--- config.mk ---
export PLATFORM = sky130hd
export DESIGN_NAME = ycbcr_to_rgba_block_stats
export DESIGN_NICKNAME = d
export VERILOG_FILES = /design/src/sv/ycrs_pkg.sv /design/src/sv/ycbcr_to_rgba_block_stats.sv /design/src/sv/ycrs_mac.sv /design/src/sv/ycrs_div.sv
export SDC_FILE = /design/constraint.sdc
export NUM_CORES = 1
export LEC_CHECK = 0
export BUFFER_PORTS_ARGS = -buffer_cell sky130_fd_sc_hd__buf_4
export CAP_MARGIN = 20
export CORE_UTILIZATION = 40
export CTS_CLUSTER_SIZE = 24
export DETAILED_ROUTE_END_ITERATION = 6
export GPL_TIMING_DRIVEN = 1
export SYNTH_ARGS = -nofsm -noshare
export SYNTH_HDL_FRONTEND = slang
export SYNTH_HIERARCHICAL = 1
export SYNTH_SLANG_ARGS = --single-unit
--- constraint.sdc ---
create_clock -name clk -period 7.45 [get_ports clk]
set_clock_uncertainty 0.1 [all_clocks]
set_input_delay 1.1175 -clock clk [delete_from_list [all_inputs] [get_ports clk]]
set_output_delay 1.1175 -clock clk [all_outputs]
set_load 0.02 [all_outputs]
--- src/sv/ycrs_pkg.sv ---
// ----------------------------------------------------------------------------
// ycrs_pkg
// types, constants and helper functions of the ycbcr to rgba converter
// ----------------------------------------------------------------------------
package ycrs_pkg;

  localparam int PIX_W     = 8;
  localparam int SUM_W     = 18;
  localparam int FRAC_BITS = 10;
  localparam int COEF_W    = 12;
  localparam int OPD_W     = 9;
  localparam int PROD_W    = COEF_W + OPD_W;
  localparam int ACC_W     = 22;
  localparam int WORD_W    = 32;

  localparam int DEF_MAX_GROUP_PIXELS = 256;

  localparam logic [1:0] CHAN_R = 2'd0;
  localparam logic [1:0] CHAN_G = 2'd1;
  localparam logic [1:0] CHAN_B = 2'd2;
  localparam logic [1:0] CHAN_A = 2'd3;

  localparam logic KIND_PIXEL = 1'b0;
  localparam logic KIND_STATS = 1'b1;

  localparam logic signed [COEF_W-1:0] COEF_CR_R = 12'sd1436;
  localparam logic signed [COEF_W-1:0] COEF_CB_G = -12'sd352;
  localparam logic signed [COEF_W-1:0] COEF_CR_G = -12'sd732;
  localparam logic signed [COEF_W-1:0] COEF_CB_B = 12'sd1815;

  localparam logic [PIX_W-1:0] CHROMA_BIAS = 8'd128;
  localparam logic [PIX_W-1:0] PIX_MAX     = 8'd255;

  typedef struct packed {
    logic [PIX_W-1:0] luma;
    logic [PIX_W-1:0] chroma_blue;
    logic [PIX_W-1:0] chroma_red;
    logic             group_end;
  } in_beat_t;

  typedef struct packed {
    logic              result_kind;
    logic [WORD_W-1:0] pixel_word;
    logic [WORD_W-1:0] min_word;
    logic [WORD_W-1:0] avg_word;
    logic [WORD_W-1:0] max_word;
    logic              last_of_run;
  } out_beat_t;

  // coefficient of each multiply step: R, G (two steps), B
  function automatic logic signed [COEF_W-1:0] coef_for_step(input logic [1:0] step);
    logic signed [COEF_W-1:0] c;
    case (step)
      2'd0:    c = COEF_CR_R;
      2'd1:    c = COEF_CB_G;
      2'd2:    c = COEF_CR_G;
      default: c = COEF_CB_B;
    endcase
    return c;
  endfunction

  // floor shift out the fraction, then clamp to 0..255
  function automatic logic [PIX_W-1:0] clamp_q10(input logic signed [ACC_W-1:0] acc);
    logic signed [ACC_W-1:0] s;
    logic [PIX_W-1:0]        r;
    s = acc >>> FRAC_BITS;
    if (s[ACC_W-1]) begin
      r = '0;
    end else if (s > $signed({{(ACC_W-PIX_W){1'b0}}, PIX_MAX})) begin
      r = PIX_MAX;
    end else begin
      r = s[PIX_W-1:0];
    end
    return r;
  endfunction

endpackage

--- src/sv/ycbcr_to_rgba_block_stats.sv ---
// ----------------------------------------------------------------------------
// ycbcr_to_rgba_block_stats
// ycbcr pixel to rgba conversion with per-group channel statistics
// ----------------------------------------------------------------------------
// Input beats (in_valid/in_stall) carry one pixel: luma, chroma_blue,
// chroma_red and group_end. Output beats (out_valid/out_stall) carry one
// result: a converted pixel, and after the last pixel of a group a
// statistics record with per-channel min, truncated average and max.
// cfg_we/cfg_data write color_mode; write it only while the block is idle.
// A color pixel runs four steps through one shared multiply-accumulate unit,
// then the clamp, statistics and output-load states (S_LASTB, S_ALPHA,
// S_PIX) before its result is offered. A gray pixel goes straight to S_PIX.
// The input stalls until the result is loaded, so the block takes no new
// pixel while the last one is still in flight.
// At a group end the averages come from one restoring divider run once per
// channel, R, G, B and then A, so the statistics record follows the pixel
// result and the next pixel is taken only once the record is loaded.
// The output register lets the next pixel be accepted while a result waits;
// a stalled receiver holds the result and the block waits to write the next.
// Synchronous reset sets color mode, empties the statistics and the output.
// ----------------------------------------------------------------------------
module ycbcr_to_rgba_block_stats
  import ycrs_pkg::*;
#(
  parameter int MAX_GROUP_PIXELS = DEF_MAX_GROUP_PIXELS
) (
  input  logic      clk,
  input  logic      rst,
  input  logic      in_valid,
  output logic      in_stall,
  input  in_beat_t  in_data,
  output logic      out_valid,
  input  logic      out_stall,
  output out_beat_t out_data,
  input  logic      cfg_we,
  input  logic      cfg_data
);

  localparam int CNT_W = $clog2(MAX_GROUP_PIXELS + 1);

  localparam logic [2:0] S_IDLE  = 3'd0;
  localparam logic [2:0] S_MUL   = 3'd1;
  localparam logic [2:0] S_LASTB = 3'd2;
  localparam logic [2:0] S_ALPHA = 3'd3;
  localparam logic [2:0] S_PIX   = 3'd4;
  localparam logic [2:0] S_DIVS  = 3'd5;
  localparam logic [2:0] S_DIVW  = 3'd6;
  localparam logic [2:0] S_STAT  = 3'd7;

  logic [2:0]       state;
  logic [1:0]       step;
  logic [1:0]       chan;
  logic             color_mode;
  logic [PIX_W-1:0] luma_q;
  logic [PIX_W-1:0] cb_q;
  logic [PIX_W-1:0] cr_q;
  logic             group_end_q;
  logic             upd;
  logic             pend_valid;
  logic [1:0]       pend_chan;
  logic [PIX_W-1:0] pix_ch [3];
  logic [PIX_W-1:0] ch_min [4];
  logic [PIX_W-1:0] ch_max [4];
  logic [SUM_W-1:0] ch_sum [4];
  logic [PIX_W-1:0] avg_ch [4];
  logic [CNT_W-1:0] pixel_count;

  logic                     accept;
  logic                     out_free;
  logic                     mac_en;
  logic                     mac_load;
  logic signed [ACC_W-1:0]  mac_base;
  logic signed [COEF_W-1:0] mac_coef;
  logic signed [OPD_W-1:0]  mac_op;
  logic signed [ACC_W-1:0]  acc;
  logic [PIX_W-1:0]         cval;
  logic [1:0]               stat_idx;
  logic [PIX_W-1:0]         stat_val;
  logic                     stat_we;
  logic [SUM_W-1:0]         sum_rd;
  logic                     div_start;
  logic                     div_done;
  logic [SUM_W-1:0]         div_q;

  assign in_stall = (state != S_IDLE);
  assign accept   = in_valid && !in_stall;
  assign out_free = !out_valid || !out_stall;

  // multiply steps: 0 R, 1 and 2 G, 3 B
  assign mac_en   = (state == S_MUL);
  assign mac_load = (step != 2'd2);
  assign mac_base = $signed({{(ACC_W-PIX_W-FRAC_BITS){1'b0}}, luma_q, {FRAC_BITS{1'b0}}});
  assign mac_coef = coef_for_step(step);
  assign mac_op   = (step == 2'd0 || step == 2'd2)
                  ? $signed({1'b0, cr_q}) - $signed({1'b0, CHROMA_BIAS})
                  : $signed({1'b0, cb_q}) - $signed({1'b0, CHROMA_BIAS});

  ycrs_mac u_mac (
    .clk  (clk),
    .en   (mac_en),
    .load (mac_load),
    .base (mac_base),
    .coef (mac_coef),
    .op   (mac_op),
    .acc  (acc)
  );

  assign cval = clamp_q10(acc);

  // one statistics port: channel update, alpha update or divider feed
  always_comb begin
    if (state == S_ALPHA) begin
      stat_idx = CHAN_A;
      stat_val = PIX_MAX;
    end else if (state == S_DIVS) begin
      stat_idx = chan;
      stat_val = cval;
    end else begin
      stat_idx = pend_chan;
      stat_val = cval;
    end
  end

  assign stat_we   = upd && (pend_valid || state == S_ALPHA);
  assign sum_rd    = ch_sum[stat_idx];
  assign div_start = (state == S_DIVS);

  ycrs_div #(
    .DVD_W (SUM_W),
    .DVS_W (CNT_W)
  ) u_div (
    .clk      (clk),
    .rst      (rst),
    .start    (div_start),
    .dividend (sum_rd),
    .divisor  (pixel_count),
    .done     (div_done),
    .quotient (div_q)
  );

  // sequencer
  always_ff @(posedge clk) begin
    if (rst) begin
      state      <= S_IDLE;
      step       <= '0;
      chan       <= '0;
      pend_valid <= 1'b0;
    end else begin
      pend_valid <= (state == S_MUL) && (step != 2'd1);
      unique case (state)
        S_IDLE: begin
          if (accept) begin
            step  <= '0;
            state <= color_mode ? S_MUL : S_PIX;
          end
        end
        S_MUL: begin
          step <= step + 2'd1;
          if (step == 2'd3) begin
            state <= S_LASTB;
          end
        end
        S_LASTB: state <= S_ALPHA;
        S_ALPHA: state <= S_PIX;
        S_PIX: begin
          if (out_free) begin
            chan  <= CHAN_R;
            state <= group_end_q ? S_DIVS : S_IDLE;
          end
        end
        S_DIVS: state <= S_DIVW;
        S_DIVW: begin
          if (div_done) begin
            if (chan == CHAN_A) begin
              state <= S_STAT;
            end else begin
              chan  <= chan + 2'd1;
              state <= S_DIVS;
            end
          end
        end
        S_STAT: begin
          if (out_free) begin
            state <= S_IDLE;
          end
        end
        default: state <= S_IDLE;
      endcase
    end
  end

  always_ff @(posedge clk) begin
    pend_chan <= (step == 2'd0) ? CHAN_R : (step == 2'd2) ? CHAN_G : CHAN_B;
  end

  // captured beat and clamped channels
  always_ff @(posedge clk) begin
    if (accept) begin
      luma_q      <= in_data.luma;
      cb_q        <= in_data.chroma_blue;
      cr_q        <= in_data.chroma_red;
      group_end_q <= in_data.group_end;
      if (!color_mode) begin
        pix_ch[0] <= in_data.luma;
        pix_ch[1] <= in_data.luma;
        pix_ch[2] <= in_data.luma;
      end
    end
    if (pend_valid) begin
      pix_ch[pend_chan] <= cval;
    end
    if (state == S_DIVW && div_done) begin
      avg_ch[chan] <= (pixel_count == '0) ? '0 : div_q[PIX_W-1:0];
    end
  end

  // mode and statistics
  always_ff @(posedge clk) begin
    if (rst) begin
      color_mode  <= 1'b1;
      upd         <= 1'b0;
      pixel_count <= '0;
      for (int i = 0; i < 4; i++) begin
        ch_min[i] <= PIX_MAX;
        ch_max[i] <= '0;
        ch_sum[i] <= '0;
      end
    end else begin
      if (cfg_we) begin
        color_mode <= cfg_data;
      end
      if (accept) begin
        upd <= color_mode && (pixel_count < CNT_W'(MAX_GROUP_PIXELS));
      end
      if (stat_we) begin
        ch_sum[stat_idx] <= sum_rd + SUM_W'(stat_val);
        if (stat_val < ch_min[stat_idx]) begin
          ch_min[stat_idx] <= stat_val;
        end
        if (stat_val > ch_max[stat_idx]) begin
          ch_max[stat_idx] <= stat_val;
        end
      end
      if (state == S_ALPHA && upd) begin
        pixel_count <= pixel_count + CNT_W'(1);
      end
      if (state == S_STAT && out_free) begin
        pixel_count <= '0;
        for (int i = 0; i < 4; i++) begin
          ch_min[i] <= PIX_MAX;
          ch_max[i] <= '0;
          ch_sum[i] <= '0;
        end
      end
    end
  end

  // output register
  always_ff @(posedge clk) begin
    if (rst) begin
      out_valid <= 1'b0;
    end else if (state == S_PIX && out_free) begin
      out_valid <= 1'b1;
    end else if (state == S_STAT && out_free) begin
      out_valid <= 1'b1;
    end else if (!out_stall) begin
      out_valid <= 1'b0;
    end
  end

  always_ff @(posedge clk) begin
    if (state == S_PIX && out_free) begin
      out_data.result_kind <= KIND_PIXEL;
      out_data.pixel_word  <= {PIX_MAX, pix_ch[2], pix_ch[1], pix_ch[0]};
      out_data.min_word    <= '0;
      out_data.avg_word    <= '0;
      out_data.max_word    <= '0;
      out_data.last_of_run <= !group_end_q;
    end else if (state == S_STAT && out_free) begin
      out_data.result_kind <= KIND_STATS;
      out_data.pixel_word  <= '0;
      out_data.min_word    <= {ch_min[3], ch_min[2], ch_min[1], ch_min[0]};
      out_data.avg_word    <= {avg_ch[3], avg_ch[2], avg_ch[1], avg_ch[0]};
      out_data.max_word    <= {ch_max[3], ch_max[2], ch_max[1], ch_max[0]};
      out_data.last_of_run <= 1'b1;
    end
  end

endmodule

--- src/sv/ycrs_mac.sv ---
// ----------------------------------------------------------------------------
// ycrs_mac
// shared multiply-accumulate unit: acc = (load ? base : acc) + coef * op
// ----------------------------------------------------------------------------
module ycrs_mac
  import ycrs_pkg::*;
(
  input  logic                     clk,
  input  logic                     en,
  input  logic                     load,
  input  logic signed [ACC_W-1:0]  base,
  input  logic signed [COEF_W-1:0] coef,
  input  logic signed [OPD_W-1:0]  op,
  output logic signed [ACC_W-1:0]  acc
);

  logic signed [PROD_W-1:0] prod;
  logic signed [ACC_W-1:0]  prod_ext;
  logic signed [ACC_W-1:0]  addend;

  assign prod     = coef * op;
  assign prod_ext = $signed({{(ACC_W-PROD_W){prod[PROD_W-1]}}, prod});
  assign addend   = load ? base : acc;

  always_ff @(posedge clk) begin
    if (en) begin
      acc <= addend + prod_ext;
    end
  end

endmodule

--- src/sv/ycrs_div.sv ---
// ----------------------------------------------------------------------------
// ycrs_div
// restoring divider, one quotient bit per cycle
// ----------------------------------------------------------------------------
module ycrs_div
  import ycrs_pkg::*;
#(
  parameter int DVD_W = SUM_W,
  parameter int DVS_W = 9
) (
  input  logic             clk,
  input  logic             rst,
  input  logic             start,
  input  logic [DVD_W-1:0] dividend,
  input  logic [DVS_W-1:0] divisor,
  output logic             done,
  output logic [DVD_W-1:0] quotient
);

  localparam int CNT_W = $clog2(DVD_W + 1);

  logic             busy;
  logic [CNT_W-1:0] cnt;
  logic [DVS_W-1:0] rem;
  logic [DVD_W-1:0] dq;
  logic [DVS_W-1:0] dvs;
  logic [DVS_W:0]   trial;
  logic [DVS_W:0]   diff;
  logic             fits;

  assign trial    = {rem, dq[DVD_W-1]};
  assign diff     = trial - {1'b0, dvs};
  assign fits     = trial >= {1'b0, dvs};
  assign quotient = dq;

  always_ff @(posedge clk) begin
    if (rst) begin
      busy <= 1'b0;
      done <= 1'b0;
      cnt  <= '0;
    end else if (start) begin
      busy <= 1'b1;
      done <= 1'b0;
      cnt  <= CNT_W'(DVD_W);
    end else if (busy) begin
      cnt <= cnt - CNT_W'(1);
      if (cnt == CNT_W'(1)) begin
        busy <= 1'b0;
        done <= 1'b1;
      end
    end else begin
      done <= 1'b0;
    end
  end

  // datapath, quotient bits shift in as dividend bits shift out
  always_ff @(posedge clk) begin
    if (start) begin
      rem <= '0;
      dq  <= dividend;
      dvs <= divisor;
    end else if (busy) begin
      rem <= fits ? diff[DVS_W-1:0] : trial[DVS_W-1:0];
      dq  <= {dq[DVD_W-2:0], fits};
    end
  end

endmodule

==> results.json <==
{
  "clockBufferDepth": 3,
  "antenna-diode-count": 0,
  "worstPathArrival_ns": 6.87,
  "gp_congestion": 0.8629,
  "drive_above_1_share_pct": 14.44,
  "ys_top_cells_by_area": "edfxtp_1 (36%), dfxtp_1 (11%), fa_1 (9.3%)",
  "rows": 89,
  "worst_pin_slew_ns": 1.103,
  "overflow": 0,
  "required_ns": 7.66,
  "yosys_warnings": 6,
  "wl_met1_um": 27920,
  "drt-pass1-iter-count": 7,
  "route.vias.total": 17240,
  "endpoint_kind": "flop",
  "htree_levels": 2,
  "numCtsBuffers": 48,
  "design.core.area_mm2": 0.05924,
  "portBuffers": 162,
  "met3_wirelength_um": 3230,
  "ys_seq_area_share_pct": 47.65,
  "post_cts_resized": 0,
  "drc": 19,
  "synth_ff_type": "edfxtp_1",
  "setup_tns_ns": 0,
  "status": "complete, but fails checks",
  "cts-root-buf": "clkbuf_16",
  "period_minus_slack_ns": 6.661,
  "fmax_mhz": 150.1,
  "start_util_pct": 40.60,
  "synth_common_cells": "nand2_1 (466), edfxtp_1 (291), inv_1 (197)",
  "hp-class": "reg -> reg",
  "grt_pass1_vias": 16260,
  "highest_layer": "met4",
  "wl_per_cell_um": 18.02,
  "yosys.cell_types.count": 99,
  "synth_cells": 2372,
  "ioPinCount": 163,
  "postCtsSetupBuffers": 0,
  "tritoncts": "yes",
  "synth-async-reset-ratio_pct": 0,
  "gr-usage-all-layers_pct": 19.17,
  "startpoint_type": "flop",
  "die_w_um": 247.2,
  "synth_top_area_cell": "edfxtp_1",
  "dr_wl_met2_um": 27430,
  "antenna_found_initial": 0,
  "max_slew_margin_pct": 26.44,
  "path_class": "reg -> reg",
  "fin_crit_sh_pct": 89.41,
  "maxSlewViolCount": 0,
  "synth-edff-count": 291,
  "grt_pass1_wl_um": 91560,
  "synth-seq-cells": 427,
  "cts.sinks": 427,
  "synth.most_common_cell": "nand2_1",
  "layout.nets": 2738,
  "dp_hpwl_um": 42790,
  "cts.reportedPaths.clkPinSlew_ns": 0.06,
  "cts_hold_buf": 0,
  "insertion_delay_ns": 0.60,
  "die_area_mm2": 0.06112,
  "rsz0062_at_grt": "false",
  "final_antenna_net_count": 0,
  "wl_um": 59610,
  "syn_area_mm2": 0.02405,
  "area_growth_pct": 14.68,
  "cap_violations": 0,
  "hold_viol": 0,
  "drtIter0Drc": 1410,
  "setup_violations": 0,
  "synth_top_area_share_pct": 36.33,
  "routed_via_density": 5.212,
  "crit_fanout": 12,
  "syn_area_per_cell_um2": 10.14,
  "grt_max_degree": 102,
  "die_y_um": 247.2,
  "violations": "DRC"
}
[kinds of logic (layout without fill, tap and decap cells)]
| family | Yosys count | in the layout | share of synthesized area [%] |
|---|---|---|---|
| and+or+nand+nor | 934 | 934 | 18.23 |
| DFF | 427 | 427 | 47.65 |
| AOI/OAI and AO/OA | 349 | 349 | 9.156 |
| buffers and inverters | 330 | 471 | 5.441 |
| adders and majority gates | 212 | 212 | 14.52 |
| muxes | 73 | 73 | 3.329 |
| xor gates and xnor gates | 45 | 45 | 1.639 |
| other | 2 | 24 | 0.03122 |
[routing by layer]
metal	track usage [%]	vias to the layer above
li1	-	8320
met1	27.26	8366
met4	4.583	0
met3	2.746	79
met5	0	-
met2	30.74	476
[cells in the final DEF, fill, tap and decap left out, drive strengths merged, types with 17 or more instances in the layout]
cell type / Yosys / final
nor3: 29 / 29
ha: 100 / 100
nand3: 81 / 81
o21ai: 63 / 63
mux2: 53 / 53
edfxtp: 291 / 291
conb: 2 / 24
a21oi: 171 / 171
clkbuf: 96 / 64
a31oi: 20 / 20
dfxtp: 136 / 136
buf: 36 / 183
inv: 197 / 200
xnor2: 29 / 29
and3: 60 / 60
nand2: 467 / 467
mux2i: 20 / 20
nor2: 138 / 138
a21o: 17 / 17
fa: 112 / 112
and2: 60 / 60
[stage by stage]
step                area, um2  setup slack, ns  util, %  instances  hold WS, ns
floorplan               24130           0.9457        -       2394       0.3591
global placement        25900           0.9210    43.73       3215       0.3477
detailed placement      25910           0.7824    43.74       3216       0.3495
CTS                     27550           0.7649    46.50       3306       0.3578
global route            27580           0.4878    46.56       3308       0.3726
finish                  27580           0.7888    46.56       3308       0.3565
[final timing paths]
kind	from	end	slack, ns	cells past startpoint
hold reg to reg	out_data[39]$_SDFFE_PP0P_	out_data[39]$_SDFFE_PP0P_	0.36	2
setup reg to reg	step[0]$_SDFFE_PP0P_	u_mac/acc[18]$_DFFE_PP_	0.79	18
setup / recovery	step[0]$_SDFFE_PP0P_	u_mac/acc[18]$_DFFE_PP_	0.79	18
hold / removal	out_data[39]$_SDFFE_PP0P_	out_data[39]$_SDFFE_PP0P_	0.36	2
[cell type report]
type	instances	area [um2]
Tap cell	773	967.2
Clock inverter	26	306.5
Timing Repair Buffer	183	1391
Fill cell	5508	31660
Clock buffer	64	1333
Inverter	198	743.2
Sequential cell	427	11460
Multi-Input combinational cell	1637	11380
[registers in the layout, indices dropped and copies added, names as in the netlist, 3 cells and up]
name / flops
u_mac/acc: 22
out_data: 123
luma_q: 8
pixel_count: 9
u_div/cnt: 5
avg_ch: 32
cr_q: 8
u_div/dvs: 9
u_div/quotient: 18
ch_max: 32
u_div/rem: 9
ch_sum: 72
state: 3
pix_ch: 24
cb_q: 8
ch_min: 32
[worst max-delay path, cell delays in order (launching register included)]
cell and delay, ns:
dfxtp_1 0.44, inv_1 0.10, ha_1 0.36, nor2_1 0.15
buf_4 0.19, mux2_2 0.46, and2_1 0.22, fa_1 0.69
inv_1 0.14, fa_1 0.47, fa_1 0.52, fa_1 0.54
inv_1 0.05, fa_1 0.47, ha_1 0.41, a21o_1 0.22
a31oi_2 0.28, nor3b_1 0.09, or4_1 0.50
Power is not shown: default switching activity piles up to over one toggle a cycle in this logic, so the estimate is an artifact.
